[src/design/stt_pkg.sv]
// Shared types, token codes and keyword tables for the source text tokenizer.
// No dependencies; every other file imports this package.
`default_nettype none

package stt_pkg;

    localparam int NAME_CHARS = 8;
    localparam int NUM_OPS    = 10;
    localparam int NUM_KWS    = 10;

    localparam logic [4:0] TOK_END    = 5'd0;
    localparam logic [4:0] TOK_CONST  = 5'd1;
    localparam logic [4:0] TOK_IDENT  = 5'd2;
    localparam logic [4:0] TOK_ASSIGN = 5'd9;
    localparam logic [4:0] TOK_EQ     = 5'd10;
    localparam logic [4:0] TOK_NE     = 5'd11;
    localparam logic [4:0] TOK_GT     = 5'd12;
    localparam logic [4:0] TOK_GE     = 5'd14;

    localparam logic [1:0] ERR_NONE    = 2'd0;
    localparam logic [1:0] ERR_BADCHAR = 2'd1;
    localparam logic [1:0] ERR_DIGLET  = 2'd2;
    localparam logic [1:0] ERR_BANG    = 2'd3;

    localparam logic [30:0] MAX_VALUE = 31'h7FFF_FFFF;

    localparam logic [7:0] OP_CHARS [NUM_OPS] = '{
        8'h2B, 8'h2D, 8'h2A, 8'h2F, 8'h28, 8'h29, 8'h5B, 8'h5D, 8'h3B, 8'h2C
    };
    localparam logic [4:0] OP_CODES [NUM_OPS] = '{
        5'd3, 5'd4, 5'd5, 5'd6, 5'd7, 5'd8, 5'd16, 5'd17, 5'd24, 5'd29
    };

    // keyword text, first character in the low byte
    localparam logic [63:0] KW_TEXT [NUM_KWS] = '{
        64'h0000_0000_0000_6669,    // if
        64'h0000_0066_6964_6E65,    // endif
        64'h0000_0000_6573_6C65,    // else
        64'h0065_736C_6564_6E65,    // endelse
        64'h0000_0065_6C69_6877,    // while
        64'h656C_6968_7764_6E65,    // endwhile
        64'h0000_0000_6461_6572,    // read
        64'h0000_0065_7469_7277,    // write
        64'h0000_0000_0074_6E69,    // int
        64'h0000_0000_3174_6E69     // int1
    };
    localparam logic [7:0] KW_LEN [NUM_KWS] = '{
        8'd2, 8'd5, 8'd4, 8'd7, 8'd5, 8'd8, 8'd4, 8'd5, 8'd3, 8'd4
    };
    localparam logic [4:0] KW_CODE [NUM_KWS] = '{
        5'd18, 5'd19, 5'd20, 5'd21, 5'd22, 5'd23, 5'd25, 5'd26, 5'd27, 5'd28
    };

    typedef struct packed {
        logic [4:0]  token_code;
        logic [1:0]  error_code;
        logic [30:0] number_value;
        logic        value_overflow;
        logic [63:0] name_text;
        logic [7:0]  name_length;
        logic        name_truncated;
        logic [15:0] line_number;
        logic [15:0] column_number;
        logic        last_of_run;
    } t_token;

    typedef struct packed {
        logic   v0;
        logic   v1;
        t_token e0;
        t_token e1;
    } t_push;

    typedef struct packed {
        logic       hit;
        logic [4:0] code;
    } t_kw;

    function automatic t_token make_tok(input logic [4:0] code, input logic [1:0] err,
                                        input logic [15:0] line, input logic [15:0] col);
        t_token t;
        t = '0;
        t.token_code    = code;
        t.error_code    = err;
        t.line_number   = line;
        t.column_number = col;
        return t;
    endfunction

    function automatic t_kw kw_lookup(input logic [63:0] text, input logic [7:0] len);
        t_kw k;
        k = '0;
        for (int i = 0; i < NUM_KWS; i++) begin
            if (text == KW_TEXT[i] && len == KW_LEN[i]) begin
                k.hit  = 1'b1;
                k.code = KW_CODE[i];
            end
        end
        return k;
    endfunction

endpackage

`default_nettype wire

[src/design/stt_ifs.sv]
// Valid/ready channel interfaces: source characters in, tokens out.
// Depends on stt_pkg for field widths.
`default_nettype none

interface stt_char_if;
    logic       valid;
    logic       ready;
    logic [7:0] char_code;
    logic       end_of_text;

    modport source (output valid, output char_code, output end_of_text, input ready);
    modport sink   (input valid, input char_code, input end_of_text, output ready);
endinterface

interface stt_tok_if;
    import stt_pkg::*;
    logic                    valid;
    logic                    ready;
    logic [4:0]              token_code;
    logic [1:0]              error_code;
    logic [30:0]             number_value;
    logic                    value_overflow;
    logic [8*NAME_CHARS-1:0] name_text;
    logic [7:0]              name_length;
    logic                    name_truncated;
    logic [15:0]             line_number;
    logic [15:0]             column_number;
    logic                    last_of_run;

    modport source (output valid, output token_code, output error_code,
                    output number_value, output value_overflow, output name_text,
                    output name_length, output name_truncated, output line_number,
                    output column_number, output last_of_run, input ready);
    modport sink   (input valid, input token_code, input error_code,
                    input number_value, input value_overflow, input name_text,
                    input name_length, input name_truncated, input line_number,
                    input column_number, input last_of_run, output ready);
endinterface

`default_nettype wire

[src/design/stt_scanner.sv]
// Front end: accepts characters, runs the scanner state machine, and pushes
// up to two finished tokens per beat into the queue. Uses stt_pkg, stt_char_if.
`default_nettype none

module stt_scanner
    import stt_pkg::*;
(
    input  wire logic i_clk,
    input  wire logic i_rst_n,
    stt_char_if.sink  i_char,
    input  wire logic i_room,
    output t_push     o_push
);

    typedef enum logic [2:0] {
        M_START, M_IDENT, M_NUMBER, M_ASSIGN, M_BANG, M_REL, M_HALT
    } t_mode;

    localparam logic [7:0] CH_UP_A = 8'h41;
    localparam logic [7:0] CH_UP_Z = 8'h5A;
    localparam logic [7:0] CH_LO_A = 8'h61;
    localparam logic [7:0] CH_LO_Z = 8'h7A;
    localparam logic [7:0] CH_0    = 8'h30;
    localparam logic [7:0] CH_9    = 8'h39;
    localparam logic [7:0] CH_EQ   = 8'h3D;
    localparam logic [7:0] CH_BANG = 8'h21;
    localparam logic [7:0] CH_GT   = 8'h3E;
    localparam logic [7:0] CH_LT   = 8'h3C;
    localparam logic [7:0] CH_SP   = 8'h20;
    localparam logic [7:0] CH_TAB  = 8'h09;
    localparam logic [7:0] CH_NL   = 8'h0A;

    t_mode       r_mode, n_mode;
    logic        r_rel, n_rel;
    logic [63:0] r_buf, n_buf;
    logic [7:0]  r_cnt, n_cnt;
    logic [30:0] r_acc, n_acc;
    logic        r_ovf, n_ovf;
    logic [15:0] r_line, n_line;
    logic [15:0] r_col, n_col;
    t_push       n_push;
    logic        accept;

    assign i_char.ready = i_room;
    assign accept       = i_char.valid & i_room;

    always_comb begin
        logic [7:0]  c;
        logic        eot, is_let, is_dig, is_eq, is_op;
        logic [4:0]  op_code;
        logic [15:0] col_inc, line_inc;
        t_mode       st_mode;
        logic        st_v, st_name, st_num, st_rel;
        t_token      st_res;
        logic [15:0] st_line, st_col;
        logic        fin_v, run_start;
        t_token      fin_res;
        logic [34:0] prod;
        t_kw         kw;

        c        = i_char.char_code;
        eot      = i_char.end_of_text;
        is_let   = (c >= CH_UP_A && c <= CH_UP_Z) || (c >= CH_LO_A && c <= CH_LO_Z);
        is_dig   = c >= CH_0 && c <= CH_9;
        is_eq    = !eot && c == CH_EQ;
        col_inc  = (r_col != 16'hFFFF) ? r_col + 16'd1 : r_col;
        line_inc = (r_line != 16'hFFFF) ? r_line + 16'd1 : r_line;
        prod     = {4'b0, r_acc} * 35'd10 + {31'b0, c[3:0]};
        kw       = kw_lookup(r_buf, r_cnt);

        is_op   = 1'b0;
        op_code = TOK_END;
        for (int i = 0; i < NUM_OPS; i++) begin
            if (c == OP_CHARS[i]) begin
                is_op   = 1'b1;
                op_code = OP_CODES[i];
            end
        end

        // what the current character does when it opens a new token
        st_mode = M_START;
        st_v    = 1'b0;
        st_res  = '0;
        st_name = 1'b0;
        st_num  = 1'b0;
        st_rel  = 1'b0;
        st_line = r_line;
        st_col  = r_col;
        if (eot) begin
            st_col = col_inc;
            st_v   = 1'b1;
            st_res = make_tok(TOK_END, ERR_NONE, r_line, col_inc);
        end else if (is_let) begin
            st_col  = col_inc;
            st_name = 1'b1;
            st_mode = M_IDENT;
        end else if (is_dig) begin
            st_col  = col_inc;
            st_num  = 1'b1;
            st_mode = M_NUMBER;
        end else if (is_op) begin
            st_col = col_inc;
            st_v   = 1'b1;
            st_res = make_tok(op_code, ERR_NONE, r_line, col_inc);
        end else if (c == CH_EQ) begin
            st_col  = col_inc;
            st_mode = M_ASSIGN;
        end else if (c == CH_BANG) begin
            st_col  = col_inc;
            st_mode = M_BANG;
        end else if (c == CH_GT || c == CH_LT) begin
            st_col  = col_inc;
            st_rel  = 1'b1;
            st_mode = M_REL;
        end else if (c == CH_SP || c == CH_TAB) begin
            st_col = col_inc;
        end else if (c == CH_NL) begin
            st_col  = 16'd1;
            st_line = line_inc;
        end else begin
            st_mode = M_HALT;
            st_v    = 1'b1;
            st_res  = make_tok(TOK_END, ERR_BADCHAR, r_line, r_col);
        end

        n_mode    = r_mode;
        n_rel     = r_rel;
        n_buf     = r_buf;
        n_cnt     = r_cnt;
        n_acc     = r_acc;
        n_ovf     = r_ovf;
        n_line    = r_line;
        n_col     = r_col;
        fin_v     = 1'b0;
        fin_res   = '0;
        run_start = 1'b0;

        case (r_mode)
            M_START: begin
                run_start = 1'b1;
            end
            M_IDENT: begin
                if (!eot && (is_let || is_dig)) begin
                    if (r_cnt < 8'(NAME_CHARS)) begin
                        n_buf[8*r_cnt[2:0] +: 8] = c;
                    end
                    if (r_cnt != 8'hFF) begin
                        n_cnt = r_cnt + 8'd1;
                    end
                    n_col = col_inc;
                end else begin
                    fin_v = 1'b1;
                    if (kw.hit) begin
                        fin_res = make_tok(kw.code, ERR_NONE, r_line, r_col);
                    end else begin
                        fin_res                = make_tok(TOK_IDENT, ERR_NONE, r_line, r_col);
                        fin_res.name_text      = r_buf;
                        fin_res.name_length    = r_cnt;
                        fin_res.name_truncated = r_cnt > 8'(NAME_CHARS);
                    end
                    run_start = 1'b1;
                end
            end
            M_NUMBER: begin
                if (!eot && is_let) begin
                    fin_v   = 1'b1;
                    fin_res = make_tok(TOK_END, ERR_DIGLET, r_line, r_col);
                    n_mode  = M_HALT;
                end else if (!eot && is_dig) begin
                    if (prod[34:31] != 4'd0) begin
                        n_acc = MAX_VALUE;
                        n_ovf = 1'b1;
                    end else begin
                        n_acc = prod[30:0];
                    end
                    n_col = col_inc;
                end else begin
                    fin_v                  = 1'b1;
                    fin_res                = make_tok(TOK_CONST, ERR_NONE, r_line, r_col);
                    fin_res.number_value   = r_acc;
                    fin_res.value_overflow = r_ovf;
                    run_start              = 1'b1;
                end
            end
            M_ASSIGN: begin
                fin_v = 1'b1;
                if (is_eq) begin
                    n_col   = col_inc;
                    n_mode  = M_START;
                    fin_res = make_tok(TOK_EQ, ERR_NONE, r_line, col_inc);
                end else begin
                    fin_res   = make_tok(TOK_ASSIGN, ERR_NONE, r_line, r_col);
                    run_start = 1'b1;
                end
            end
            M_BANG: begin
                fin_v = 1'b1;
                if (is_eq) begin
                    n_col   = col_inc;
                    n_mode  = M_START;
                    fin_res = make_tok(TOK_NE, ERR_NONE, r_line, col_inc);
                end else begin
                    n_mode  = M_HALT;
                    fin_res = make_tok(TOK_END, ERR_BANG, r_line, r_col);
                end
            end
            M_REL: begin
                fin_v = 1'b1;
                if (is_eq) begin
                    n_col   = col_inc;
                    n_mode  = M_START;
                    fin_res = make_tok(TOK_GE + {4'b0, r_rel}, ERR_NONE, r_line, col_inc);
                end else begin
                    fin_res   = make_tok(TOK_GT + {4'b0, r_rel}, ERR_NONE, r_line, r_col);
                    run_start = 1'b1;
                end
            end
            default: begin
            end
        endcase

        if (run_start) begin
            n_mode = st_mode;
            n_line = st_line;
            n_col  = st_col;
            if (st_name) begin
                n_buf = {56'b0, c};
                n_cnt = 8'd1;
            end
            if (st_num) begin
                n_acc = {27'b0, c[3:0]};
                n_ovf = 1'b0;
            end
            if (st_rel) begin
                n_rel = c == CH_LT;
            end
        end

        n_push.v0             = accept & (fin_v | (run_start & st_v));
        n_push.v1             = accept & fin_v & run_start & st_v;
        n_push.e0             = fin_v ? fin_res : st_res;
        n_push.e0.last_of_run = !(fin_v & run_start & st_v);
        n_push.e1             = st_res;
        n_push.e1.last_of_run = 1'b1;
    end

    assign o_push = n_push;

    always_ff @(posedge i_clk) begin
        if (!i_rst_n) begin
            r_mode <= M_START;
            r_rel  <= 1'b0;
            r_buf  <= '0;
            r_cnt  <= '0;
            r_acc  <= '0;
            r_ovf  <= 1'b0;
            r_line <= 16'd1;
            r_col  <= 16'd1;
        end else if (accept) begin
            r_mode <= n_mode;
            r_rel  <= n_rel;
            r_buf  <= n_buf;
            r_cnt  <= n_cnt;
            r_acc  <= n_acc;
            r_ovf  <= n_ovf;
            r_line <= n_line;
            r_col  <= n_col;
        end
    end

endmodule

`default_nettype wire

[src/design/stt_queue.sv]
// Token queue between scanner and output stage: two writes, one read per cycle.
// Uses stt_pkg for the token and push types.
`default_nettype none

module stt_queue
    import stt_pkg::*;
#(
    parameter int DEPTH = 4
) (
    input  wire logic   i_clk,
    input  wire logic   i_rst_n,
    input  wire t_push  i_push,
    input  wire logic   i_pop,
    output logic        o_room,
    output logic        o_valid,
    output t_token      o_head
);

    localparam int PW = $clog2(DEPTH);
    localparam int CW = $clog2(DEPTH + 1);

    t_token          r_mem [DEPTH];
    logic [PW-1:0]   r_head, r_tail, n_head, n_tail, tail1;
    logic [CW-1:0]   r_count, n_count;

    function automatic logic [PW-1:0] wrap_inc(input logic [PW-1:0] p);
        return (p == PW'(DEPTH - 1)) ? '0 : p + PW'(1);
    endfunction

    assign tail1   = wrap_inc(r_tail);
    assign o_room  = r_count <= CW'(DEPTH - 2);
    assign o_valid = r_count != '0;
    assign o_head  = r_mem[r_head];

    always_comb begin
        n_head  = i_pop ? wrap_inc(r_head) : r_head;
        n_tail  = i_push.v1 ? wrap_inc(tail1) : (i_push.v0 ? tail1 : r_tail);
        n_count = r_count + CW'(i_push.v0) + CW'(i_push.v1) - CW'(i_pop);
    end

    always_ff @(posedge i_clk) begin
        if (i_push.v0) begin
            r_mem[r_tail] <= i_push.e0;
        end
        if (i_push.v1) begin
            r_mem[tail1] <= i_push.e1;
        end
    end

    always_ff @(posedge i_clk) begin
        if (!i_rst_n) begin
            r_head  <= '0;
            r_tail  <= '0;
            r_count <= '0;
        end else begin
            r_head  <= n_head;
            r_tail  <= n_tail;
            r_count <= n_count;
        end
    end

endmodule

`default_nettype wire

[src/design/stt_emitter.sv]
// Back end: output register that takes tokens off the queue and drives the
// token channel. Uses stt_pkg and stt_tok_if.
`default_nettype none

module stt_emitter
    import stt_pkg::*;
(
    input  wire logic    i_clk,
    input  wire logic    i_rst_n,
    input  wire logic    i_valid,
    input  wire t_token  i_head,
    output logic         o_pop,
    stt_tok_if.source    o_tok
);

    logic   r_valid;
    t_token r_data;

    assign o_pop = i_valid & (!r_valid | o_tok.ready);

    always_ff @(posedge i_clk) begin
        if (!i_rst_n) begin
            r_valid <= 1'b0;
        end else if (o_pop) begin
            r_valid <= 1'b1;
        end else if (o_tok.ready) begin
            r_valid <= 1'b0;
        end
    end

    always_ff @(posedge i_clk) begin
        if (o_pop) begin
            r_data <= i_head;
        end
    end

    assign o_tok.valid          = r_valid;
    assign o_tok.token_code     = r_data.token_code;
    assign o_tok.error_code     = r_data.error_code;
    assign o_tok.number_value   = r_data.number_value;
    assign o_tok.value_overflow = r_data.value_overflow;
    assign o_tok.name_text      = r_data.name_text;
    assign o_tok.name_length    = r_data.name_length;
    assign o_tok.name_truncated = r_data.name_truncated;
    assign o_tok.line_number    = r_data.line_number;
    assign o_tok.column_number  = r_data.column_number;
    assign o_tok.last_of_run    = r_data.last_of_run;

endmodule

`default_nettype wire

[src/design/source_text_tokenizer.sv]
// Top level of the source text tokenizer: scanner, token queue, output stage.
// Uses stt_pkg, stt_ifs, stt_scanner, stt_queue, stt_emitter.
//
// Usage:
//   i_char carries one source byte (char_code) or an end marker (end_of_text)
//   per beat. o_tok carries tokens; each input beat yields zero, one or two
//   tokens, and last_of_run marks the last token of a beat.
//   Throughput: one character per cycle while the queue has room; a beat that
//   yields two tokens still enters as one beat. The output side drains one
//   token per cycle while o_tok.ready is high; QUEUE_DEPTH sets how long a
//   burst can be absorbed. A finished token is written into the queue, then
//   registered in the output stage, then presented on o_tok. The scanner takes
//   a beat only while the queue has room for two tokens, so a stalled receiver
//   backs up into i_char.ready after the queue fills; no token is dropped.
//   After an error token the scanner keeps taking beats but yields nothing
//   until reset. Reset (synchronous, active low) returns the scanner to the
//   start state with line and column at 1 and empties the queue.
`default_nettype none

module source_text_tokenizer
    import stt_pkg::*;
#(
    parameter int QUEUE_DEPTH = 4
) (
    input  wire logic   i_clk,
    input  wire logic   i_rst_n,
    stt_char_if.sink    i_char,
    stt_tok_if.source   o_tok
);

    t_push  push;
    logic   room;
    logic   q_valid;
    logic   pop;
    t_token head;

    stt_scanner u_scanner (
        .i_clk   (i_clk),
        .i_rst_n (i_rst_n),
        .i_char  (i_char),
        .i_room  (room),
        .o_push  (push)
    );

    stt_queue #(
        .DEPTH (QUEUE_DEPTH)
    ) u_queue (
        .i_clk   (i_clk),
        .i_rst_n (i_rst_n),
        .i_push  (push),
        .i_pop   (pop),
        .o_room  (room),
        .o_valid (q_valid),
        .o_head  (head)
    );

    stt_emitter u_emitter (
        .i_clk   (i_clk),
        .i_rst_n (i_rst_n),
        .i_valid (q_valid),
        .i_head  (head),
        .o_pop   (pop),
        .o_tok   (o_tok)
    );

endmodule

`default_nettype wire

[src/flat_wrapper.sv]
// flat-port wrapper written by rule: the top's interface ports become plain ports
module source_text_tokenizer_flat import stt_pkg::*;
#(
    parameter int QUEUE_DEPTH = 4
)
  (i_clk, i_rst_n, i_char_valid, i_char_char_code, i_char_end_of_text, i_char_ready, o_tok_valid, o_tok_token_code, o_tok_error_code, o_tok_number_value, o_tok_value_overflow, o_tok_name_text, o_tok_name_length, o_tok_name_truncated, o_tok_line_number, o_tok_column_number, o_tok_last_of_run, o_tok_ready);
  stt_char_if i_char_i ();
  stt_tok_if o_tok_i ();
  input  wire logic i_clk;
  input  wire logic i_rst_n;
  input wire logic [$bits(i_char_i.valid)-1:0] i_char_valid;
  input wire logic [$bits(i_char_i.char_code)-1:0] i_char_char_code;
  input wire logic [$bits(i_char_i.end_of_text)-1:0] i_char_end_of_text;
  output wire logic [$bits(i_char_i.ready)-1:0] i_char_ready;
  output wire logic [$bits(o_tok_i.valid)-1:0] o_tok_valid;
  output wire logic [$bits(o_tok_i.token_code)-1:0] o_tok_token_code;
  output wire logic [$bits(o_tok_i.error_code)-1:0] o_tok_error_code;
  output wire logic [$bits(o_tok_i.number_value)-1:0] o_tok_number_value;
  output wire logic [$bits(o_tok_i.value_overflow)-1:0] o_tok_value_overflow;
  output wire logic [$bits(o_tok_i.name_text)-1:0] o_tok_name_text;
  output wire logic [$bits(o_tok_i.name_length)-1:0] o_tok_name_length;
  output wire logic [$bits(o_tok_i.name_truncated)-1:0] o_tok_name_truncated;
  output wire logic [$bits(o_tok_i.line_number)-1:0] o_tok_line_number;
  output wire logic [$bits(o_tok_i.column_number)-1:0] o_tok_column_number;
  output wire logic [$bits(o_tok_i.last_of_run)-1:0] o_tok_last_of_run;
  input wire logic [$bits(o_tok_i.ready)-1:0] o_tok_ready;
  assign i_char_i.valid = i_char_valid;
  assign i_char_i.char_code = i_char_char_code;
  assign i_char_i.end_of_text = i_char_end_of_text;
  assign i_char_ready = i_char_i.ready;
  assign o_tok_valid = o_tok_i.valid;
  assign o_tok_token_code = o_tok_i.token_code;
  assign o_tok_error_code = o_tok_i.error_code;
  assign o_tok_number_value = o_tok_i.number_value;
  assign o_tok_value_overflow = o_tok_i.value_overflow;
  assign o_tok_name_text = o_tok_i.name_text;
  assign o_tok_name_length = o_tok_i.name_length;
  assign o_tok_name_truncated = o_tok_i.name_truncated;
  assign o_tok_line_number = o_tok_i.line_number;
  assign o_tok_column_number = o_tok_i.column_number;
  assign o_tok_last_of_run = o_tok_i.last_of_run;
  assign o_tok_i.ready = o_tok_ready;
  source_text_tokenizer #(.QUEUE_DEPTH(QUEUE_DEPTH)) u_core (.i_clk(i_clk), .i_rst_n(i_rst_n), .i_char(i_char_i), .o_tok(o_tok_i));
endmodule
[config.mk]
export PLATFORM = sky130hd
export DESIGN_NAME = source_text_tokenizer_flat
export DESIGN_NICKNAME = d
export VERILOG_FILES = /design/src/design/stt_pkg.sv /design/src/design/stt_ifs.sv /design/src/design/stt_scanner.sv /design/src/design/stt_queue.sv /design/src/design/stt_emitter.sv /design/src/design/source_text_tokenizer.sv /design/src/flat_wrapper.sv
export SDC_FILE = /design/constraint.sdc
export NUM_CORES = 2
export LEC_CHECK = 0
export BUFFER_PORTS_ARGS = -buffer_cell sky130_fd_sc_hd__buf_2
export CAP_MARGIN = 40
export CORE_MARGIN = 10
export CORE_UTILIZATION = 68
export CTS_CLUSTER_SIZE = 28
export DETAILED_ROUTE_END_ITERATION = 16
export MAX_ROUTING_LAYER = met4
export PLACE_DENSITY = 0.86
export SETUP_SLACK_MARGIN = 0.1
export SYNTH_ARGS = -nofsm -noshare
export SYNTH_HDL_FRONTEND = slang
export SYNTH_HIERARCHICAL = 1
export SYNTH_SLANG_ARGS = --single-unit
[constraint.sdc]
create_clock -name i_clk -period 24.6 [get_ports i_clk]
set_input_delay 6.15 -clock i_clk [delete_from_list [all_inputs] [get_ports i_clk]]
set_output_delay 6.15 -clock i_clk [all_outputs]
set_load 0.05 [all_outputs]
==> run summary <==
Status: completed
Worst-path clk slew: 60 ps
Critical path type: in -> reg
IO buf count: 159
CP Capture Type: flop
Hold WC Path Type: reg -> reg
Final wirelength: 120 mm
Nets: 3578
Worst path arrival time: 11060 ps
Yosys warning count: 6
Share of cells above drive strength 1: 0.317
Syn Inst Count: 3370
Initial antenna violation count: 7
Worst Tran Pin Value: 970 ps
Setup Fix Bufs, Post-CTS: 0
Global-route wire length before repair: 186 mm
Clock latency on the worst-skew pair: 660 ps
Cell variety after synth: 93
Setup-failing EPs final: 0
Root buffer cell: clkbuf_16
Tightest hold margin: 504 ps
Commonest non-fill, non-tap cell in the layout: edfxtp_1
Final Instance Count excl. Fillers: 4429
Top fanout value on the critical path: 86
Core Region: 66100 sq um
Peak VDD IR: 0.203 mV
Number of H-tree levels: 3
Final GP Congestion: 0.955
DR vias: 29975
CTS Buf Count: 89
Drt first pass iters: 6
DRC errors left: 0
P per Cell Area: 102 nW/um^2
I/O Pins: 160
# placed instances: 4257
Hold_buf cts: 0
RSZ-0062 raised after global routing: no
Post-CTS sizing: 0
Die area: 77800 sq um
Wire per inst: 27.1 microns
Number of global-route vias before repair: 30402
Max Clock Skew: 30.2 ps
Setup_tns: 0 ps
#FFs+latches synth: 875
# Max-Cap Violations: 0
Largest net degree at the start of global routing: 87
Site row count: 94
GRT Resource Usage Total: 0.316
Sequential share of the synthesized area: 0.543
Mapped cell area: 45600 sq um
# clock sinks: 875
Post-synth ARST share: 0
Avg Cell Area, Syn: 13.5 sq um
Tmin final: 10740 ps
Routed Antenna Nets: 0
Die span in y: 279 microns
CP required: 24920 ps
Endpoints failing hold: 0
Synth Flop Type: edfxtp_1
Post-synth EDFFs: 725
Initial Util: 0.690
Util after Layout: 0.755
Grt ovf: 0
Slew HR: 0.353
Final critical-path share of the clock period: 0.436
Via/cell ratio: 6.77
Clock Tree Buf Depth: 3
CTS tree: done
Most frequent cells in the layout: edfxtp_1, mux2_2, nor2_1, buf_2, and2_1
Die X: 279 microns
Max Clock Freq: 0.0931 GHz
Area grow syn2layout: 9.44%
1st-iter DRT viols: 3399
Critical Path Start Type: primary input
DP HPWL: 77.3 mm
Static Leak: 18.8 nW
Pins Over Slew Limit: 0
## synthesized netlist by cell type (all sizes together) (11+ instances only)
master	instances	area (sq um)
o21ai	99	495
nor2	194	738
mux2i	15	150
nand2	123	462
xor2	25	219
a21o	18	135
a31oi	32	200
xnor2	36	315
mux2	583	6570
a21oi	126	646
nor2b	16	108
dfxtp	150	3000
and2	153	957
a22oi	67	503
or3	20	125
nand3	53	265
nor4	27	190
edfxtp	725	21800
ha	75	938
nand4	29	181
inv	42	158
a211oi	23	178
buf	210	1470
nand2b	13	81.3
nor3	62	320
o21a	11	90.1
mux4	145	3270
or4	11	86.3
and3	30	188
clkbuf	94	353
o211ai	12	95.1
## stage by stage
stage | instance area (sq um) | worst slack, ps | total power, mW
2_1_floorplan | 46000 | 9910 | 3.35
3_5_place_dp | 47000 | 13250 | 3.76
4_1_cts | 49900 | 13910 | 5.11
5_1_grt | 49900 | 13510 | 5.27
6_report | 49900 | 13860 | 5.11
3_3_place_gp | 46500 | 12360 | 3.69
## state kept, by name, summed over array words and instances, names as in the netlist, 3 cells and up, named ones only
register                              cells
u_core/u_queue/r_mem                    580
u_core/u_emitter/o_tok.name_text         64
u_core/u_scanner/r_buf                   64
u_core/u_emitter/o_tok.number_value      31
u_core/u_scanner/r_acc                   31
u_core/u_emitter/o_tok.column_number     16
u_core/u_emitter/o_tok.line_number       16
u_core/u_scanner/r_col                   16
u_core/u_scanner/r_line                  16
u_core/u_emitter/o_tok.name_length        8
u_core/u_scanner/r_cnt                    8
u_core/u_emitter/o_tok.token_code         5
u_core/u_queue/r_count                    3
u_core/u_scanner/r_mode                   3
## cell type report
type	instances	area [sq um]
tap	864	1080
sequential	875	24800
antenna	2	5.00
multi-input combinational	2254	19300
fill	3900	16200
clock buffer	118	2410
inverter	42	158
clock inverter	50	514
timing repair buffer	224	1630
## critical path: stages
cell and delay [ps]:
buf_2 370, nor4bb_1 340, a31oi_1 80, o21ai_0 310
o21ai_0 140, buf_4 220, nand2_1 300, nor2_1 140
nor2_1 380, nand3_1 250, nor2_1 150, buf_4 270
nand2_8 420, nand2_4 680, buf_4 480, buf_16 280
## final timing paths
kind                                            startpoint                           end  slack [ps]  depth (start not counted)
worst max-delay path                   i_char_char_code[6]  u_core/u_queue/r_mem[1][114]       13860                         16
worst min-delay path            u_core/u_scanner/r_buf[63]    u_core/u_scanner/r_buf[63]         500                          1
worst max register to register   u_core/u_scanner/r_acc[3]     u_core/u_scanner/r_acc[2]       18770                         14
worst min register to register  u_core/u_scanner/r_buf[63]    u_core/u_scanner/r_buf[63]         500                          1
## cell families (layout without fill, tap and decap cells)
logic type / count (synthesis) / after routing / synth area share
DFF: 875 / 875 / 0.543
adders and majority gates: 79 / 79 / 0.0223
other: 2 / 109 / 0.000165
muxes: 743 / 743 / 0.219
buffers and inverters: 346 / 434 / 0.0435
xor gates and xnor gates: 61 / 61 / 0.0117
AOI/OAI and AO/OA: 472 / 472 / 0.0681
and+or+nand+nor: 792 / 792 / 0.0923
## power by group
| part | internal, mW | switching, mW |
|---|---|---|
| clock | 0.770 | 0.582 |
| sequential | 2.02 | 0.106 |
| combinational | 0.501 | 1.13 |
## per-layer routing
layer | GRT usage | part of all wire | up-vias
li1 | - | - | 13073
met1 | 0.414 | 0.39 | 15007
met2 | 0.506 | 0.49 | 1649
met3 | 0.0525 | 0.087 | 246
met4 | 0.0949 | 0.027 | 0
met5 | - | 0 | -
(Power assumes the default switching activity.)
